### src/hpe_pkg.sv
// Shared types and constants for the histogram percentile engine.
// No dependencies; imported by the top, hpe_front, hpe_back and the bench.
`timescale 1ns / 1ps

package hpe_pkg;

   // Request kinds, coded as on the request tuser bus
   typedef enum logic [2:0] {
      OP_CLEAR = 3'd0,
      OP_RANGE = 3'd1,
      OP_BIN   = 3'd2,
      OP_PCT   = 3'd3,
      OP_BRT   = 3'd4
   } op_type;

   localparam int FUNC_W     = 3;
   localparam int SAMPLE_W   = 16;
   localparam int RATIO_W    = 17;
   localparam int LEVEL_W    = 16;
   localparam int VALUE_W    = 24;
   localparam int FRACTION_W = 17;

   localparam int REQ_DATA_W = 56;
   localparam int REQ_USER_W = 4;
   localparam int RSP_DATA_W = 48;
   localparam int RSP_USER_W = 1;

   localparam logic [RATIO_W-1:0]    RATIO_ONE = 17'h10000;
   localparam logic [FRACTION_W-1:0] FRAC_ONE  = 17'h10000;
   localparam logic [VALUE_W-1:0]    VALUE_MAX = 24'hFFFFFF;

   typedef struct packed {
      op_type                op;
      logic [SAMPLE_W-1:0]   sample;
      logic [RATIO_W-1:0]    ratio;
      logic [LEVEL_W-1:0]    level;
   } item_type;

endpackage

### src/hpe_front.sv
// Request front end: classifies requests and queues the useful ones.
// Depends on hpe_pkg.
`timescale 1ns / 1ps

module hpe_front (
   input  logic                             clock,
   input  logic                             reset,
   input  logic                             req_valid,
   output logic                             req_ready,
   input  logic [hpe_pkg::FUNC_W-1:0]       req_func,
   input  logic                             req_mask,
   input  logic [hpe_pkg::SAMPLE_W-1:0]     req_sample,
   input  logic [hpe_pkg::RATIO_W-1:0]      req_ratio,
   input  logic [hpe_pkg::LEVEL_W-1:0]      req_level,
   input  logic                             hold,
   output logic                             q_valid,
   input  logic                             q_pop,
   output hpe_pkg::item_type                q_item
);
   import hpe_pkg::*;

   item_type   entries_ff [2];
   logic       wr_ptr_ff, wr_ptr_in;
   logic       rd_ptr_ff, rd_ptr_in;
   logic [1:0] count_ff, count_in;
   logic       known, keep, push;
   item_type   item;

   // masked samples and unused codes never reach the back end
   always_comb begin
      known = (req_func == OP_CLEAR) || (req_func == OP_RANGE) || (req_func == OP_BIN) ||
              (req_func == OP_PCT) || (req_func == OP_BRT);
      keep  = known && !(((req_func == OP_RANGE) || (req_func == OP_BIN)) && !req_mask);
      item.op     = op_type'(req_func);
      item.sample = req_sample;
      item.ratio  = req_ratio;
      item.level  = req_level;
   end

   assign req_ready = (count_ff != 2'd2) && !hold;
   assign push      = req_valid && req_ready && keep;
   assign q_valid   = (count_ff != 2'd0);
   assign q_item    = entries_ff[rd_ptr_ff];

   always_comb begin
      wr_ptr_in = wr_ptr_ff;
      rd_ptr_in = rd_ptr_ff;
      count_in  = count_ff;
      if (push) begin
         wr_ptr_in = !wr_ptr_ff;
      end
      if (q_pop) begin
         rd_ptr_in = !rd_ptr_ff;
      end
      if (push && !q_pop) begin
         count_in = count_ff + 2'd1;
      end else if (!push && q_pop) begin
         count_in = count_ff - 2'd1;
      end
   end

   always_ff @(posedge clock) begin
      if (reset) begin
         wr_ptr_ff <= 1'b0;
         rd_ptr_ff <= 1'b0;
         count_ff  <= '0;
      end else begin
         wr_ptr_ff <= wr_ptr_in;
         rd_ptr_ff <= rd_ptr_in;
         count_ff  <= count_in;
      end
      if (push) begin
         entries_ff[wr_ptr_ff] <= item;
      end
   end

endmodule

### config.mk
export PLATFORM = sky130hd
export DESIGN_NAME = hpe_front
export DESIGN_NICKNAME = d
export VERILOG_FILES = /design/src/hpe_pkg.sv /design/src/hpe_front.sv
export SDC_FILE = /design/constraint.sdc
export NUM_CORES = 1
export LEC_CHECK = 0
export ABC_CLOCK_PERIOD_IN_PS = 6200
export BUFFER_PORTS_ARGS = -buffer_cell sky130_fd_sc_hd__buf_4
export CORE_AREA = 5 5 113 115
export CTS_CLUSTER_DIAMETER = 150
export CTS_CLUSTER_SIZE = 16
export DETAILED_ROUTE_END_ITERATION = 10
export DIE_AREA = 0 0 118 120
export PLACE_DENSITY = 0.69
export SLEW_MARGIN = 20
export SYNTH_ARGS = -nofsm -noshare
export SYNTH_HDL_FRONTEND = slang
export SYNTH_SLANG_ARGS = --single-unit
### constraint.sdc
create_clock -name clock -period 6.2 [get_ports clock]
set_clock_uncertainty 0.1 [all_clocks]
set_input_delay 0.31 -clock clock [delete_from_list [all_inputs] [get_ports clock]]
set_output_delay 0.31 -clock clock [all_outputs]
set_load 0.05 [all_outputs]
==> results.cfg, run 1 <==
[status]
status = completed

[critical_path]
crit_required_ns = 5.79
slowest_delay_ns = 0.55
worstSetupEndpointType = primary output
path_max_fanout = 52
crit_chain = buf_4 > mux2_2 > buf_4
crit_type = flop to primary output
cp_common_cell = buf_4
r2r-end = entries_ff[0][21]$_DFFE_PP_
cp-start-kind = flop
ff2ff_setup_slack_ns = 4.16
reg2reg_depth = 5
worstReg2RegStart = count_ff[0]$_SDFFE_PP0P_
arrival_ns = 1.86
slowest_stage = buf_4

[floorplan]
fp.dieH_um = 120
io_pins = 112
core.rowCount = 40
design.core.area_um2 = 11700
start_util_pct = 34.1
die_w_um = 118
dieArea_um2 = 14200

[synth]
synth-main-ff-cell = edfxtp_1
synth_area_leaders = edfxtp_1 78%, mux2_2 15%, dfxtp_1 2.5%
async_flop_share_pct = 0
avgSynthCellArea_um2 = 20.9
yosysMostFrequentCell = edfxtp_1
yosysWarnings = 0
syn_nets = 250
yosys-top-cells-count = 104 x edfxtp_1, 52 x mux2_2, 7 x nor2_1
synth_top_cell_by_area = edfxtp_1
syn_inst = 191
ys_ff_latch = 109
synth_area_um2 = 3990
yosysSeqAreaShare_pct = 80.7
synth_edf_count = 104
synthDistinctLibCells = 18
yosysTopAreaCellShare_pct = 78.2

[worst_hold_path]
whs_endpoint = entries_ff[1][37]$_DFFE_PP_
min_from = req_sample[4]
hold_depth = 1
hold_class = input port to flop

[timing]
rsz0062_at_grt = false
slew_viol_final = 0
tightest_slew_ns = 0.712
finalHoldViolCount = 0
fin_crit_sh_pct = 36.6
hold-worst-slack_ns = 0.0552
max_freq_mhz = 441
finalSetupTns_ns = 0
relSlewSlack_pct = 52.5
setup_viol = 0
period_minus_slack_ns = 2.27

[power]
p_total_uw = 1610
ir_worst_vdd_mv = 0.118
powerDensity_nw_per_um2 = 304
leakagePower_uw = 0.00193

[routing]
dr.pass1.iters = 3
vias = 2043
postRouteAntennaNets = 0
drc_errors = 0
first_iter_violations = 84
finalWirelength_mm = 7.38
wire_per_inst_um = 16.0
viasPerCell = 4.42

[finish]
post-route-util_pct = 45.1
antenna_cells = 0
drive_gt1_share_pct = 59.7
area_delta_synth_final_pct = 32.4
nNetsFinal = 369

[clocking]
clk_path_buf_depth = 2
cts_inserted_buffers = 9
root_buffer = clkbuf_16
clock_latency_ns = 0.33
hold_buffers = 0
path_clk_slew_ns = 0.07
tritoncts = built
postCtsSetupRepairBufs = 0
post_cts_resized = 0
cts_htree_levels = 3
clock_sinks = 109

[global_routing]
grt_pass1_vias = 2280
grt_max_degree = 53
grtUsageTotal_pct = 10.8
overflow = 0
antenna_found_initial = 0
grt_pass1_wl_mm = 11.9

[place]
port_buffers = 111
place_congestion = 0.675

[flow_run]
cap_viol_max_count = 0
layout by cell type (no fill, tap or decap), drive strengths merged, types with 2 or more instances in the layout:
| cell type | Yosys | final |
|---|---|---|
| dfxtp | 5 | 5 |
| clkinv | 0 | 3 |
| clkinvlp | 0 | 4 |
| a21oi | 3 | 3 |
| inv | 4 | 4 |
| xor2 | 2 | 2 |
| buf | 6 | 114 |
| clkbuf | 0 | 9 |
| nor2 | 7 | 7 |
| mux2 | 53 | 53 |
| edfxtp | 104 | 104 |
sequential cells by signal (all words and copies together) (netlist names), named ones only:
name and count:
count_ff 2, rd_ptr_ff 1, entries_ff 104, wr_ptr_ff 1
worst max-delay path, delay by kind of cell (launching register included):
family | cells | cell delay [ns]
flops | 1 | 0.31
mux | 1 | 0.44
buf+inv | 2 | 0.75
worst max-delay path by stage:
| stage | endpoint | depth (start not counted) | slack [ns] | from |
|---|---|---|---|---|
| after CTS | q_item[18] | 3 | 3.89 | flop |
| after global placement | entries_ff[0][8]$_DFFE_PP_ | 6 | 4.15 | req_func[0] |
| final | q_item[20] | 3 | 3.93 | flop |
| after floorplan | entries_ff[0][0]$_DFFE_PP_ | 4 | 2.46 | count_ff[0]$_SDFFE_PP0P_ |
| after global routing | q_item[20] | 3 | 3.84 | flop |
| after detailed placement | entries_ff[0][10]$_DFFE_PP_ | 6 | 4.10 | req_func[0] |
final cells by class:
| cell class | count | area [um^2] |
|---|---|---|
| well taps | 147 | 184 |
| inverters | 4 | 15.0 |
| clock buffers | 9 | 225 |
| multi-input cells | 72 | 741 |
| repair buffers | 114 | 856 |
| fillers | 1053 | 6420 |
| clock inverters | 7 | 42.5 |
| flip-flops and latches | 109 | 3220 |
kinds of logic (layout without fill, tap and decap cells):
| logic type | count (synthesis) | count (layout) | synth area share (%) |
|---|---|---|---|
| AND/OR/NAND/NOR | 10 | 10 | 1.22 |
| XOR/XNOR | 3 | 3 | 0.658 |
| AO/OA/AOI/OAI | 5 | 5 | 0.940 |
| multiplexers | 53 | 53 | 15.0 |
| adder cells (fa/ha/maj) | 1 | 1 | 0.313 |
| flip-flops | 109 | 109 | 80.7 |
| buffers and inverters | 10 | 134 | 1.13 |
metrics by stage:
stage	instances	instance area, um^2	setup slack (ns)
finish	462	5290	3.93
detailed placement	446	5020	4.10
global placement	446	5020	4.15
CTS	462	5290	3.89
floorplan	191	3990	2.46
global route	462	5290	3.84
metal layers:
| layer | up-vias | global-route usage [%] | share of wire, % |
|---|---|---|---|
| met5 | - | 0 | 0 |
| met4 | 0 | 5.38 | 1.7 |
| met2 | 53 | 19.1 | 54 |
| met3 | 8 | 3.11 | 6.0 |
| met1 | 1001 | 11.7 | 38 |
| li1 | 981 | - | - |
power by group:
group	leakage [uW]	internal, uW	switching (uW)
combinational	0.000825	96.9	165
clock	0.000119	269	240
sequential	0.000985	829	6.99
total	0.00193	1190	412
Note: power is estimated with default switching activity, not from simulation.
==> inputs of run 2 (changes only) <==
--- a/config.mk
+++ b/config.mk
@@ -5,14 +5,15 @@
 export SDC_FILE = /design/constraint.sdc
 export NUM_CORES = 1
 export LEC_CHECK = 0
-export ABC_CLOCK_PERIOD_IN_PS = 6200
+export ABC_AREA = 1
+export ABC_CLOCK_PERIOD_IN_PS = 2300
 export BUFFER_PORTS_ARGS = -buffer_cell sky130_fd_sc_hd__buf_4
-export CORE_AREA = 5 5 113 115
+export CORE_AREA = 5 5 117 119
 export CTS_CLUSTER_DIAMETER = 150
 export CTS_CLUSTER_SIZE = 16
 export DETAILED_ROUTE_END_ITERATION = 10
-export DIE_AREA = 0 0 118 120
-export PLACE_DENSITY = 0.69
+export DIE_AREA = 0 0 122 124
+export PLACE_DENSITY = 0.68
 export SLEW_MARGIN = 20
 export SYNTH_ARGS = -nofsm -noshare
 export SYNTH_HDL_FRONTEND = slang
==> constraint.sdc (replaced) <==
create_clock -name clock -period 2.3 [get_ports clock]
set_clock_uncertainty 0.1 [all_clocks]
set_input_delay 0.115 -clock clock [delete_from_list [all_inputs] [get_ports clock]]
set_output_delay 0.115 -clock clock [all_outputs]
set_load 0.05 [all_outputs]
==> results.cfg, run 2 <==
[finish]
layout_common_cells = 115 x buf_4, 104 x edfxtp_1, 55 x dlygate4sd3_1, 50 x mux2_4, 11 x nand2_1
multiInputGateArea_um2 = 906
regArea_um2 = 3230
final_common_cell = buf_4
largest_reg_flops = 104
largestRegisters = entries_ff (104), count_ff (2)
drive_gt1_share_pct = 47.8
fill_cells = 1068
area_delta_synth_final_pct = 42.5
post-route-util_pct = 48.9
antenna_cells = 0
nNetsFinal = 441
largest_register = entries_ff

[worst_hold_path]
hold_depth = 5
min_from = req_valid
hold_class = input port to flop

[critical_path]
crit_required_ns = 2.23
reg2reg_depth = 7
path_max_fanout = 32
r2r-end = entries_ff[0][13]$_DFFE_PP_
setup.worst_path.end = entries_ff[0][13]$_DFFE_PP_
ff2ff_setup_slack_ns = 0.45
worstSetupEndpointType = flop
worstReg2RegStart = count_ff[0]$_SDFFE_PP0P_
crit_type = input port to flop
cp-start-kind = input port
cp-startpoint = req_func[1]
arrival_ns = 1.87

[clocking]
clock_latency_ns = 0.34
cts_htree_levels = 3
root_buffer = clkbuf_16
clk_path_buf_depth = 2
cts_inserted_buffers = 9
path_clk_slew_ns = 0.06
tritoncts = built
clock_sinks = 109

[synth]
synth_edf_count = 104
syn_nets = 264
avgSynthCellArea_um2 = 20.8
synth-main-ff-cell = edfxtp_1
ys_ff_latch = 109
synthDistinctLibCells = 15
synth_area_um2 = 4270
synth_top_cell_by_area = edfxtp_1
yosysMostFrequentCell = edfxtp_1
yosysTopAreaCellShare_pct = 73.1
yosysWarnings = 0
yosysSeqAreaShare_pct = 75.4
synth_area_leaders = edfxtp_1 73%, mux2_4 18%, buf_12 2.3%
syn_inst = 205
async_flop_share_pct = 0
yosys-top-cells-count = 104 x edfxtp_1, 50 x mux2_4, 11 x inv_1, 11 x nand2_1, 7 x nor2_1

[timing]
setup_viol = 0
slew_viol_final = 0
tightest_slew_ns = 0.368
max_freq_mhz = 514
finalSetupTns_ns = 0
relSlewSlack_pct = 75.5
finalHoldViolCount = 0
rsz0062_at_grt = false
fin_crit_sh_pct = 84.6
period_minus_slack_ns = 1.95

[routing]
first_iter_violations = 118
dr.pass1.iters = 4
postRouteAntennaNets = 0
drc_errors = 0
vias = 2303
wire_per_inst_um = 14.5
finalWirelength_mm = 8.06
viasPerCell = 4.13

[power]
powerDensity_nw_per_um2 = 719
switching_share_pct = 24.6
seqPwrFrac_pct = 51.5
p_switching_uw = 1070
combPwrFrac_pct = 18.6
leakagePower_uw = 0.00242
intPower_uw = 3300
p_clk_share_pct = 29.9
ir_worst_vdd_mv = 0.551

[global_routing]
grt_pass1_wl_mm = 12.8
overflow = 0
grt_max_degree = 33
grt_pass1_vias = 2594
antenna_found_initial = 0
grtUsageTotal_pct = 11.2

[floorplan]
start_util_pct = 34.3
design.core.area_um2 = 12500
core.rowCount = 41
fp.dieH_um = 124
dieArea_um2 = 15100
die_w_um = 122
io_pins = 112

[place]
port_buffers = 111
place_congestion = 0.741
hpwlAfterDp_mm = 5.45

[status]
status = completed

[flow_run]
cap_viol_max_count = 0
-- run 2: cell count changes after synthesis, sizes merged --
cell and delta:
mux2 -1, o21ai +1, xor2 -2, or3 -1, nand2 +11, inv +7
o22ai -1
-- run 2: per-layer routing --
layer	wire (um)	vias up	GRT usage (%)
li1	-	1125	-
met5	0	-	0
met3	508	4	4.13
met2	4220	67	19.6
met1	3260	1107	12.7
met4	65	0	3.99
-- run 2: logic make-up (layout without fill, tap and decap cells) --
logic type	Yosys count	count (layout)	synth area share, %
flip-flops	109	109	75.4
AND/OR/NAND/NOR	20	20	1.84
buffers and inverters	17	197	3.57
XOR/XNOR	1	1	0.205
AO/OA/AOI/OAI	5	5	0.585
multiplexers	52	52	18.1
adder cells (fa/ha/maj)	1	1	0.293
-- run 2: cell type report --
cell class,count,area share [%]
clock inverter,4,0.288
timing repair buffer,172,23.9
inverter,11,0.678
tap,172,3.53
clock buffer,10,3.76
sequential,109,53.0
multi-input combinational,79,14.9
-- run 2: through the flow --
step                      cell area (um^2)  hold WS (ns)  cells  setup slack (ns)  power, uW
after global routing                  6090         0.215    557             0.216       4570
after CTS                             6090         0.113    557             0.343       4450
after global placement                5290         0.187    488             0.510       3030
after detailed placement              5290         0.187    488             0.430       3050
final                                 6090         0.142    557             0.354       4380
after floorplan                       4280        0.0874    205            0.0493       2830
-- run 2: worst max-delay path, stage by stage --
cell,delay (ns)
dlygate4sd3_1,0.53
buf_4,0.14
or2_2,0.28
nand2_1,0.11
nand2_1,0.11
nor2_4,0.29
buf_12,0.27
-- run 2: power by group through the flow --
stage | Clock [uW] | Combinational (uW) | Sequential, uW
2_1_floorplan | 0 | 546 | 2280
3_3_place_gp | 0 | 739 | 2300
3_5_place_dp | 0 | 747 | 2300
4_1_cts | 1370 | 825 | 2250
5_1_grt | 1450 | 860 | 2260
6_report | 1310 | 816 | 2250
-- run 2: worst min-delay path by stage --
stage | to | slack (ns)
floorplan | flop | 0.09
global placement | flop | 0.19
detailed placement | flop | 0.19
CTS | wr_ptr_ff$_SDFFE_PP0N_ | 0.11
global route | wr_ptr_ff$_SDFFE_PP0N_ | 0.22
finish | wr_ptr_ff$_SDFFE_PP0N_ | 0.14
-- run 2: timing repair --
item                       in CTS  in global routing
gates resized for setup         0                  0
setup buffers                   0                  0
hold endpoints to repair      108                  0
hold buffers                   55                  0
setup endpoints to repair       0                  0
